==> config.mk <==
export PLATFORM = sky130hd
export DESIGN_NAME = differential_drive_odometry_flat
export DESIGN_NICKNAME = d
export VERILOG_FILES = /design/src/ddo_pkg.sv /design/src/ddo_if.sv /design/src/ddo_cordic.sv /design/src/differential_drive_odometry.sv /design/src/flat_wrapper.sv
export SDC_FILE = /design/constraint.sdc
export NUM_CORES = 2
export LEC_CHECK = 0
export BUFFER_PORTS_ARGS = -buffer_cell sky130_fd_sc_hd__buf_2
export CORE_ASPECT_RATIO = 1.1
export CORE_UTILIZATION = 55
export CTS_CLUSTER_DIAMETER = 80
export DETAILED_ROUTE_END_ITERATION = 8
export PLACE_DENSITY = 0.72
export RECOVER_POWER = 25
export SLEW_MARGIN = 20
export SYNTH_ARGS = -nofsm -noshare
export SYNTH_HDL_FRONTEND = slang
export SYNTH_SLANG_ARGS = --single-unit
==> constraint.sdc <==
create_clock -name clk -period 9.3 [get_ports clk]
set_input_delay 0.465 -clock clk [delete_from_list [all_inputs] [get_ports clk]]
set_output_delay 0.465 -clock clk [all_outputs]
set_load 0.1 [all_outputs]
==> src/ddo_pkg.sv <==
`timescale 1ns / 1ps
// ----------------------------------------------------------------------------
// ddo_pkg
// Shared widths, fixed-point constants and the arctangent table for the
// differential-drive odometry block.
// ----------------------------------------------------------------------------
package ddo_pkg;

  localparam int POS_W   = 32;   // Q16.16 wheel positions and pose
  localparam int HEAD_W  = 31;   // Q3.28 heading
  localparam int IWB_W   = 24;   // Q8.16 inverse wheel base
  localparam int CRD_W   = 42;   // CORDIC x/y with eight guard bits
  localparam int ANG_W   = 32;   // CORDIC residual angle
  localparam int STEP_W  = 5;    // step counter, values 0 to 31
  localparam int GAIN_W  = 30;   // bits of the CORDIC gain
  localparam int RED_W   = 55;   // heading reduction remainder

  localparam logic [IWB_W-1:0]  IWB_RESET = 24'd242726;
  localparam logic signed [31:0] PI_Q      = 32'sd843314857;
  localparam logic signed [31:0] HALF_PI_Q = 32'sd421657428;
  localparam logic [GAIN_W-1:0] GAIN_Q30  = 30'd652032874;
  // two pi shifted to the top of the reduction range
  localparam logic [RED_W-1:0]  MOD_INIT  = 55'd1686629713 << 23;
  localparam int RED_STEPS = 24;

  // atan(2^-i) in Q3.28, rounded
  function automatic logic [27:0] atan_q28(input logic [STEP_W-1:0] i);
    logic [27:0] v;
    begin
      case (i)
        5'd0:  v = 28'd210828714;
        5'd1:  v = 28'd124459457;
        5'd2:  v = 28'd65760959;
        5'd3:  v = 28'd33381290;
        5'd4:  v = 28'd16755422;
        5'd5:  v = 28'd8385879;
        5'd6:  v = 28'd4193963;
        5'd7:  v = 28'd2097109;
        5'd8:  v = 28'd1048571;
        5'd9:  v = 28'd524287;
        5'd10: v = 28'd262144;
        5'd11: v = 28'd131072;
        5'd12: v = 28'd65536;
        5'd13: v = 28'd32768;
        5'd14: v = 28'd16384;
        5'd15: v = 28'd8192;
        5'd16: v = 28'd4096;
        5'd17: v = 28'd2048;
        5'd18: v = 28'd1024;
        5'd19: v = 28'd512;
        5'd20: v = 28'd256;
        5'd21: v = 28'd128;
        5'd22: v = 28'd64;
        5'd23: v = 28'd32;
        5'd24: v = 28'd16;
        5'd25: v = 28'd8;
        5'd26: v = 28'd4;
        5'd27: v = 28'd2;
        5'd28: v = 28'd1;
        default: v = 28'd0;
      endcase
      return v;
    end
  endfunction

endpackage

==> src/ddo_if.sv <==
`timescale 1ns / 1ps
// ----------------------------------------------------------------------------
// ddo_sample_if / ddo_pose_if
// Valid/ready channels carrying wheel samples in and pose results out.
// ----------------------------------------------------------------------------
interface ddo_sample_if;
  logic                                valid;
  logic                                ready;
  logic signed [ddo_pkg::POS_W-1:0]    left_position;
  logic signed [ddo_pkg::POS_W-1:0]    right_position;
  modport source (output valid, output left_position, output right_position, input ready);
  modport sink   (input valid, input left_position, input right_position, output ready);
endinterface

interface ddo_pose_if;
  logic                                valid;
  logic                                ready;
  logic signed [ddo_pkg::POS_W-1:0]    pose_x;
  logic signed [ddo_pkg::POS_W-1:0]    pose_y;
  logic signed [ddo_pkg::HEAD_W-1:0]   heading_out;
  modport source (output valid, output pose_x, output pose_y, output heading_out,
                  input ready);
  modport sink   (input valid, input pose_x, input pose_y, input heading_out,
                  output ready);
endinterface

==> src/ddo_cordic.sv <==
`timescale 1ns / 1ps
// ----------------------------------------------------------------------------
// ddo_cordic
// Iterative rotation-mode CORDIC: one micro-rotation per enabled cycle.
// ----------------------------------------------------------------------------
module ddo_cordic (
  input  logic                               clk,
  input  logic                               load,
  input  logic                               step_en,
  input  logic [ddo_pkg::STEP_W-1:0]         step,
  input  logic signed [ddo_pkg::CRD_W-1:0]   x_init,
  input  logic signed [ddo_pkg::ANG_W-1:0]   z_init,
  output logic signed [ddo_pkg::CRD_W-1:0]   x_res,
  output logic signed [ddo_pkg::CRD_W-1:0]   y_res
);

  logic signed [ddo_pkg::CRD_W-1:0] x;
  logic signed [ddo_pkg::CRD_W-1:0] y;
  logic signed [ddo_pkg::ANG_W-1:0] z;
  logic signed [ddo_pkg::CRD_W-1:0] xs;
  logic signed [ddo_pkg::CRD_W-1:0] ys;
  logic signed [ddo_pkg::ANG_W-1:0] at;

  // shifted operands and table angle for this step
  always_comb begin
    xs = x >>> step;
    ys = y >>> step;
    at = $signed({4'd0, ddo_pkg::atan_q28(step)});
  end

  // load the start vector, then turn towards zero residual angle
  always_ff @(posedge clk) begin
    if (load) begin
      x <= x_init;
      y <= '0;
      z <= z_init;
    end else if (step_en) begin
      if (!z[ddo_pkg::ANG_W-1]) begin
        x <= x - ys;
        y <= y + xs;
        z <= z - at;
      end else begin
        x <= x + ys;
        y <= y - xs;
        z <= z + at;
      end
    end
  end

  assign x_res = x;
  assign y_res = y;

endmodule

==> src/differential_drive_odometry.sv <==
`timescale 1ns / 1ps
// Sequence: bit-serial gain and wheel-base multiplies, a set-up step, then the CORDIC
// alongside the 24-step heading reduction, then the pose update, which holds while an
// earlier result still waits for ready.
// One item at a time: sample.ready is high only in ST_IDLE, so the next transfer is
// taken only after the result is stored; no new sample is taken while one is in work.
// Reset (rst, synchronous): pose, heading, stored positions, primed flag cleared; default iwb.
// ----------------------------------------------------------------------------
// differential_drive_odometry
// Wheel odometry: wheel deltas, CORDIC rotation of mean travel by the heading,
// saturating pose accumulation and wrapped heading update.
// ----------------------------------------------------------------------------
module differential_drive_odometry #(
  parameter int CORDIC_STEPS = 16
) (
  input  logic                        clk,
  input  logic                        rst,
  ddo_sample_if.sink                  sample,
  ddo_pose_if.source                  pose,
  input  logic                        cfg_we,
  input  logic [ddo_pkg::IWB_W-1:0]   cfg_data
);

  localparam logic [2:0] ST_IDLE = 3'd0;
  localparam logic [2:0] ST_MUL  = 3'd1;
  localparam logic [2:0] ST_PREP = 3'd2;
  localparam logic [2:0] ST_ROT  = 3'd3;
  localparam logic [2:0] ST_DONE = 3'd4;

  localparam int ROT_CYC = (CORDIC_STEPS > ddo_pkg::RED_STEPS) ? CORDIC_STEPS
                                                                 : ddo_pkg::RED_STEPS;
  localparam logic [ddo_pkg::STEP_W-1:0] ROT_LAST  = ddo_pkg::STEP_W'(ROT_CYC - 1);
  localparam logic [ddo_pkg::STEP_W-1:0] MUL_LAST  = ddo_pkg::STEP_W'(ddo_pkg::GAIN_W - 1);
  localparam logic [ddo_pkg::STEP_W-1:0] CRD_STEPS = ddo_pkg::STEP_W'(CORDIC_STEPS);
  localparam logic [ddo_pkg::STEP_W-1:0] RED_CNT   = ddo_pkg::STEP_W'(ddo_pkg::RED_STEPS);

  logic [2:0]                   state;
  logic [ddo_pkg::STEP_W-1:0]   cnt;
  logic [ddo_pkg::IWB_W-1:0]    iwb;
  logic signed [31:0]           last_left;
  logic signed [31:0]           last_right;
  logic                         primed;
  logic signed [30:0]           heading;
  logic signed [31:0]           x_acc;
  logic signed [31:0]           y_acc;

  // multiply shift registers
  logic signed [62:0]           gm;
  logic signed [62:0]           gacc;
  logic [ddo_pkg::GAIN_W-1:0]   gsh;
  logic signed [57:0]           tm;
  logic signed [57:0]           tacc;
  logic [ddo_pkg::IWB_W-1:0]    ish;
  logic signed [31:0]           angle;

  // heading reduction
  logic [ddo_pkg::RED_W-1:0]    rem;
  logic [ddo_pkg::RED_W-1:0]    modv;

  logic                         out_valid;
  logic signed [31:0]           out_x;
  logic signed [31:0]           out_y;
  logic signed [30:0]           out_h;

  // intake arithmetic
  logic signed [32:0]           dl;
  logic signed [32:0]           dr;
  logic signed [33:0]           wsum;
  logic signed [33:0]           wdiff;
  logic signed [32:0]           travel;
  logic signed [31:0]           h32;
  logic                         fold;
  logic signed [31:0]           angle_next;
  logic signed [32:0]           travel_next;

  // preparation arithmetic
  logic signed [53:0]           turn;
  logic signed [55:0]           hsum;
  logic signed [55:0]           hpos;
  logic signed [ddo_pkg::CRD_W-1:0] x_init;

  // completion arithmetic
  logic signed [ddo_pkg::CRD_W-1:0] x_res;
  logic signed [ddo_pkg::CRD_W-1:0] y_res;
  logic signed [34:0]           xs;
  logic signed [34:0]           ys;
  logic signed [31:0]           x_next;
  logic signed [31:0]           y_next;
  logic signed [31:0]           h_next;

  logic                         accept;
  logic                         crd_load;
  logic                         crd_en;

  assign accept = sample.valid && sample.ready;
  assign sample.ready = (state == ST_IDLE);

  // wheel deltas, mean travel, wheel difference and heading fold
  always_comb begin
    if (primed) begin
      dl = 33'(sample.left_position) - 33'(last_left);
      dr = 33'(sample.right_position) - 33'(last_right);
    end else begin
      dl = '0;
      dr = '0;
    end
    wsum   = 34'(dl) + 34'(dr);
    wdiff  = 34'(dr) - 34'(dl);
    travel = wsum[33:1];
    h32    = 32'(heading);
    fold   = 1'b1;
    if (h32 > ddo_pkg::HALF_PI_Q) begin
      angle_next = h32 - ddo_pkg::PI_Q;
    end else if (h32 < -ddo_pkg::HALF_PI_Q) begin
      angle_next = h32 + ddo_pkg::PI_Q;
    end else begin
      angle_next = h32;
      fold       = 1'b0;
    end
    travel_next = fold ? -travel : travel;
  end

  // heading sum shifted to a non-negative value with the same remainder; CORDIC start x
  always_comb begin
    turn   = tacc[57:4];
    hsum   = 56'(heading) + 56'(turn) + 56'(ddo_pkg::PI_Q);
    hpos   = hsum[55] ? hsum + $signed({1'b0, ddo_pkg::MOD_INIT}) : hsum;
    x_init = ddo_pkg::CRD_W'($signed(gacc[62:22]));
  end

  // pose accumulation with saturation, wrapped heading
  always_comb begin
    xs = 35'(x_acc) + 35'(x_res >>> 8);
    ys = 35'(y_acc) + 35'(y_res >>> 8);
    if (xs > 35'sd2147483647)       x_next = 32'sh7fffffff;
    else if (xs < -35'sd2147483648) x_next = 32'sh80000000;
    else                            x_next = xs[31:0];
    if (ys > 35'sd2147483647)       y_next = 32'sh7fffffff;
    else if (ys < -35'sd2147483648) y_next = 32'sh80000000;
    else                            y_next = ys[31:0];
    h_next = $signed({1'b0, rem[30:0]}) - ddo_pkg::PI_Q;
  end

  assign crd_load = (state == ST_PREP);
  assign crd_en   = (state == ST_ROT) && (cnt < CRD_STEPS);

  ddo_cordic u_cordic (
    .clk     (clk),
    .load    (crd_load),
    .step_en (crd_en),
    .step    (cnt),
    .x_init  (x_init),
    .z_init  (angle),
    .x_res   (x_res),
    .y_res   (y_res)
  );

  // configuration register
  always_ff @(posedge clk) begin
    if (rst) begin
      iwb <= ddo_pkg::IWB_RESET;
    end else if (cfg_we) begin
      iwb <= cfg_data;
    end
  end

  // sequencer and control state
  always_ff @(posedge clk) begin
    if (rst) begin
      state      <= ST_IDLE;
      cnt        <= '0;
      primed     <= 1'b0;
      last_left  <= '0;
      last_right <= '0;
      heading    <= '0;
      x_acc      <= '0;
      y_acc      <= '0;
      out_valid  <= 1'b0;
    end else begin
      // raise a new result, or drop the old one once transferred
      if ((state == ST_DONE) && (!out_valid || pose.ready)) begin
        out_valid <= 1'b1;
      end else if (out_valid && pose.ready) begin
        out_valid <= 1'b0;
      end
      case (state)
        ST_IDLE: begin
          if (accept) begin
            last_left  <= sample.left_position;
            last_right <= sample.right_position;
            primed     <= 1'b1;
            cnt        <= '0;
            state      <= ST_MUL;
          end
        end
        ST_MUL: begin
          cnt <= cnt + 1'b1;
          if (cnt == MUL_LAST) begin
            state <= ST_PREP;
          end
        end
        ST_PREP: begin
          cnt   <= '0;
          state <= ST_ROT;
        end
        ST_ROT: begin
          cnt <= cnt + 1'b1;
          if (cnt == ROT_LAST) begin
            state <= ST_DONE;
          end
        end
        ST_DONE: begin
          // hold until the output register is free
          if (!out_valid || pose.ready) begin
            heading   <= h_next[30:0];
            x_acc     <= x_next;
            y_acc     <= y_next;
            state     <= ST_IDLE;
          end
        end
        default: begin
          state <= ST_IDLE;
        end
      endcase
    end
  end

  // datapath: bit-serial multiplies, restoring heading reduction and result register
  always_ff @(posedge clk) begin
    case (state)
      ST_IDLE: begin
        if (accept) begin
          gm    <= 63'(travel_next);
          gacc  <= '0;
          gsh   <= ddo_pkg::GAIN_Q30;
          tm    <= 58'(wdiff);
          tacc  <= '0;
          ish   <= iwb;
          angle <= angle_next;
        end
      end
      ST_MUL: begin
        if (gsh[0]) gacc <= gacc + gm;
        if (ish[0]) tacc <= tacc + tm;
        gm  <= gm <<< 1;
        tm  <= tm <<< 1;
        gsh <= gsh >> 1;
        ish <= ish >> 1;
      end
      ST_PREP: begin
        rem  <= hpos[ddo_pkg::RED_W-1:0];
        modv <= ddo_pkg::MOD_INIT;
      end
      ST_ROT: begin
        if (cnt < RED_CNT) begin
          if (rem >= modv) rem <= rem - modv;
          modv <= modv >> 1;
        end
      end
      ST_DONE: begin
        if (!out_valid || pose.ready) begin
          out_x <= x_next;
          out_y <= y_next;
          out_h <= h_next[30:0];
        end
      end
      default: begin
        gacc <= gacc;
      end
    endcase
  end

  assign pose.valid       = out_valid;
  assign pose.pose_x      = out_x;
  assign pose.pose_y      = out_y;
  assign pose.heading_out = out_h;

`ifndef SYNTH
  // a transfer always starts the multiply phase
  a_start: assert property (@(posedge clk) disable iff (rst)
    accept |=> state == ST_MUL)
    else $error("transfer did not start the multiply phase");

  // stored heading stays inside minus pi to pi
  a_head: assert property (@(posedge clk) disable iff (rst)
    (32'(heading) >= -ddo_pkg::PI_Q) && (32'(heading) < ddo_pkg::PI_Q))
    else $error("heading outside wrap range");

  // a new result only appears from the completion step
  a_res: assert property (@(posedge clk) disable iff (rst)
    $rose(out_valid) |-> $past(state) == ST_DONE)
    else $error("result raised outside completion");
`endif

endmodule

==> src/flat_wrapper.sv <==
// flat-port wrapper written by rule: the top's interface ports become plain ports
module differential_drive_odometry_flat 
#(
  parameter int CORDIC_STEPS = 16
)
  (clk, rst, cfg_we, cfg_data, sample_valid, sample_left_position, sample_right_position, sample_ready, pose_valid, pose_pose_x, pose_pose_y, pose_heading_out, pose_ready);
  ddo_sample_if sample_i ();
  ddo_pose_if pose_i ();
  input  logic clk;
  input  logic rst;
  input  logic cfg_we;
  input  logic [ddo_pkg::IWB_W-1:0] cfg_data;
  input wire logic [$bits(sample_i.valid)-1:0] sample_valid;
  input wire logic [$bits(sample_i.left_position)-1:0] sample_left_position;
  input wire logic [$bits(sample_i.right_position)-1:0] sample_right_position;
  output wire logic [$bits(sample_i.ready)-1:0] sample_ready;
  output wire logic [$bits(pose_i.valid)-1:0] pose_valid;
  output wire logic [$bits(pose_i.pose_x)-1:0] pose_pose_x;
  output wire logic [$bits(pose_i.pose_y)-1:0] pose_pose_y;
  output wire logic [$bits(pose_i.heading_out)-1:0] pose_heading_out;
  input wire logic [$bits(pose_i.ready)-1:0] pose_ready;
  assign sample_i.valid = sample_valid;
  assign sample_i.left_position = sample_left_position;
  assign sample_i.right_position = sample_right_position;
  assign sample_ready = sample_i.ready;
  assign pose_valid = pose_i.valid;
  assign pose_pose_x = pose_i.pose_x;
  assign pose_pose_y = pose_i.pose_y;
  assign pose_heading_out = pose_i.heading_out;
  assign pose_i.ready = pose_ready;
  differential_drive_odometry #(.CORDIC_STEPS(CORDIC_STEPS)) u_core (.clk(clk), .rst(rst), .sample(sample_i), .pose(pose_i), .cfg_we(cfg_we), .cfg_data(cfg_data));
endmodule
==> flow_metrics.py <==
metrics = {
    "outcome": {
        "status": "complete, but fails checks",
        "failed_checks": "capacitance limit, slew limit",
    },
    "timing": {
        "relSlewSlack_pct": -150,
        "clock.fmax_ghz": 0.126,
        "worstMarginPinSlew_ns": 3.73,
        "finalSetupViolCount": 0,
        "worst_slack_ns": 1.39,
        "slew_viol_final": 641,
        "rsz0062_at_grt": "no",
        "setup_tns_ns": 0,
        "finalCritPeriodShare_pct": 85.0,
        "period_minus_slack_ns": 7.91,
        "skew_ns": 0.0414,
        "finalHoldViolations": 0,
    },
    "route": {
        "drc": 0,
        "ant_nets": 0,
        "detail_route.wl_per_cell_um": 19.3,
        "vias": 58900,
        "vias_per_cell": 6.01,
        "drt-pass1-iter-count": 6,
        "drt_first_iter_violations": 4224,
        "wl_mm": 189,
    },
    "die": {
        "start_util_pct": 55.4,
        "dieArea_um2": 127000,
        "io_pins": 190,
        "row_count": 136,
        "die_y_um": 374,
        "core_um2": 125000,
        "die_w_um": 340,
    },
    "cts": {
        "cts_tree": "built",
        "clockBufferDepth": 3,
        "cts_setup_buffers": 0,
        "cts.sinks": 869,
        "insertion_delay_ns": 0.75,
        "path_clk_slew_ns": 0.06,
        "cts_max_level": 3,
        "clockRootBuffer": "clkbuf_16",
        "cts_buffers": 98,
    },
    "yosys": {
        "synth_seq_area_share_pct": 33.9,
        "synthTopCellsByArea": "edfxtp_1 26%, ha_1 11%, dfxtp_1 7.6%",
        "synthesis.area_um2": 69200,
        "yosysMostFrequentCell": "nand2_1",
        "ys_seq_elements": 869,
        "synth-edff-count": 606,
        "avgSynthCellArea_um2": 8.70,
        "ys_types": 110,
        "synthFlopType": "edfxtp_1",
        "yosysWarnings": 0,
        "netlist.area_leader.share_pct": 26.3,
        "async_reset_ff_share_pct": 0,
        "synth_nets": 8676,
        "synthCells": 7959,
        "netlist_top_cells_count": "944 x nand2_1, 792 x nor2_1, 721 x a21oi_1",
        "yosysTopAreaCell": "edfxtp_1",
    },
    "worst_hold_path": {
        "hold_end": "u_core.cnt[0]",
        "hp-start": "rst",
        "hold_depth": 2,
        "hold_path.class": "in2reg",
    },
    "power": {
        "p_leak_uw": 0.0319,
        "vdd_ir_drop_max_uv": 169,
        "total_power_uw": 14200,
        "powerDensity_nw_per_um2": 188,
    },
    "global_routing": {
        "grt_max_degree": 118,
        "gr-usage-all-layers_pct": 28.8,
        "gr-total-overflow": 0,
        "grt_pass1_vias": 55900,
        "grt_pass1_wl_mm": 298,
        "antenna_found_initial": 0,
    },
    "worst_setup_path": {
        "cpMostUsedCell": "xor2_1",
        "crit_path_max_incr_delay_ns": 0.64,
        "worst_r2r_endpoint": "u_core.gm[57]",
        "timing.rr.start": "u_core.last_right[1]",
        "cp-end-kind": "register",
        "crit_path_start": "u_core.last_right[1]",
        "criticalPathCategory": "reg2reg",
        "worstPathArrival_ns": 8.40,
        "cp-start-kind": "register",
        "slowest_stage": "a2111oi_0",
        "r2r_cells": 31,
        "reg2reg_slack_ns": 1.39,
        "crit_fanout": 31,
        "worstPathRequired_ns": 9.79,
    },
    "cells_and_area": {
        "drive_above_1_share_pct": 6.36,
        "stdcell_area_um2": 75500,
        "fin_util_pct": 60.5,
        "syn2layout_area_growth_pct": 9.14,
        "nets": 8770,
    },
    "place": {
        "dp_hpwl_mm": 141,
        "pre_cts_ws_ns": 1.33,
        "dpl_cell_area_um2": 71400,
        "place_congestion": 0.966,
        "port_buffers": 189,
    },
    "job": {
        "max-cap-violations": 12,
    },
}
-- metrics by stage --
stage / std cells / hold slack (ns)
2_1_floorplan: 7959 / 0.436
3_3_place_gp: 9520 / 0.441
3_5_place_dp: 9520 / 0.446
4_1_cts: 9794 / 0.143
5_1_grt: 9795 / 0.203
6_report: 9796 / 0.133
-- worst max-delay path by stage --
| stage | slack, ns | to | depth (start not counted) |
|---|---|---|---|
| after floorplan | 1.55 | u_core.gm[0] | 6 |
| after global placement | 1.35 | u_core.gm[56] | 32 |
| after detailed placement | 1.33 | u_core.gm[57] | 31 |
| after CTS | 1.49 | u_core.gm[57] | 31 |
| after global routing | 0.74 | u_core.gm[59] | 31 |
| final | 1.39 | u_core.gm[57] | 31 |
-- final cells by class --
cell class                      count  area, um^2
Clock buffer                      130        2810
Clock inverter                     56         648
Tap cell                         1656        2070
Multi-Input combinational cell   6343       42900
Timing Repair Buffer              329        2110
Antenna cell                        1        2.50
Inverter                          412        1550
Fill cell                       11000       49400
Sequential cell                   869       23500
-- registers in the layout (all words and copies together), names as in the netlist, 42 cells and up --
| signal | flops |
|---|---|
| u_core.u_cordic.y_res | 42 |
| u_core.gacc | 63 |
| u_core.gm | 63 |
| u_core.tacc | 58 |
| u_core.tm | 58 |
| u_core.u_cordic.x_res | 42 |
| u_core.modv | 54 |
| u_core.rem | 55 |
-- per-layer routing --
layer / vias to the layer above / track usage, % / share of wire [%]
met3: 449 / 3.10 / 4.8
li1: 28900 / - / -
met2: 1678 / 49.7 / 49
met4: 0 / 14.5 / 5.1
met1: 27900 / 35.6 / 41
met5: - / 0 / 0
-- critical path: cells and delay by family (launching register included) --
family	cells	cell delay, ns
adder cells (fa/ha/maj)	2	0.72
XOR/XNOR	3	0.61
flip-flops	1	0.38
AND/OR/NAND/NOR	12	2.36
buffers and inverters	2	0.32
AO/OA/AOI/OAI	12	3.28
-- report_power, final --
group          leakage (uW)  internal (uW)  total, uW  switching [uW]
logic                0.0224           2110       5090            2980
registers           0.00790           4660       4950             290
clock network       0.00168           2400       4130            1730
total                0.0319           9170      14200            5000
-- repair_timing --
action                                  CTS  global route
hold buffers                             88             0
resized for setup                         0             0
hold endpoints to repair                 88             0
endpoints found under the setup margin    0             0
-- placed cells by master (no fill, tap or decap), drive strengths merged, types with 36 or more instances in the layout --
cell / n
nor2b: 110
nor4: 36
xor2: 267
a21oi: 722
o31ai: 56
o21a: 93
nand3: 159
buf: 135
dlygate4sd3: 88
nand2: 944
o21ai: 453
mux2i: 66
ha: 611
xnor2: 391
and2: 73
o21bai: 71
nor2: 797
nor3: 154
a211oi: 117
or3: 57
a21o: 307
inv: 417
mux4: 92
dfxtp: 263
mux2: 36
o211ai: 49
a31oi: 77
clkbuf: 236
edfxtp: 606
and3: 76
nand4: 57
nand2b: 120
-- cells by family (layout without fill, tap and decap cells) --
family,after synthesis,after routing,synth area share (%)
adder cells (fa/ha/maj),624,624,11.4
AO/OA/AOI/OAI,2193,2193,19.9
other,0,1,0
AND/OR/NAND/NOR,2674,2674,17.6
flip-flops,869,869,33.9
XOR/XNOR,658,658,8.34
multiplexers,194,194,4.53
buffers and inverters,747,927,4.25
Power figures use the tool's default switching activity.
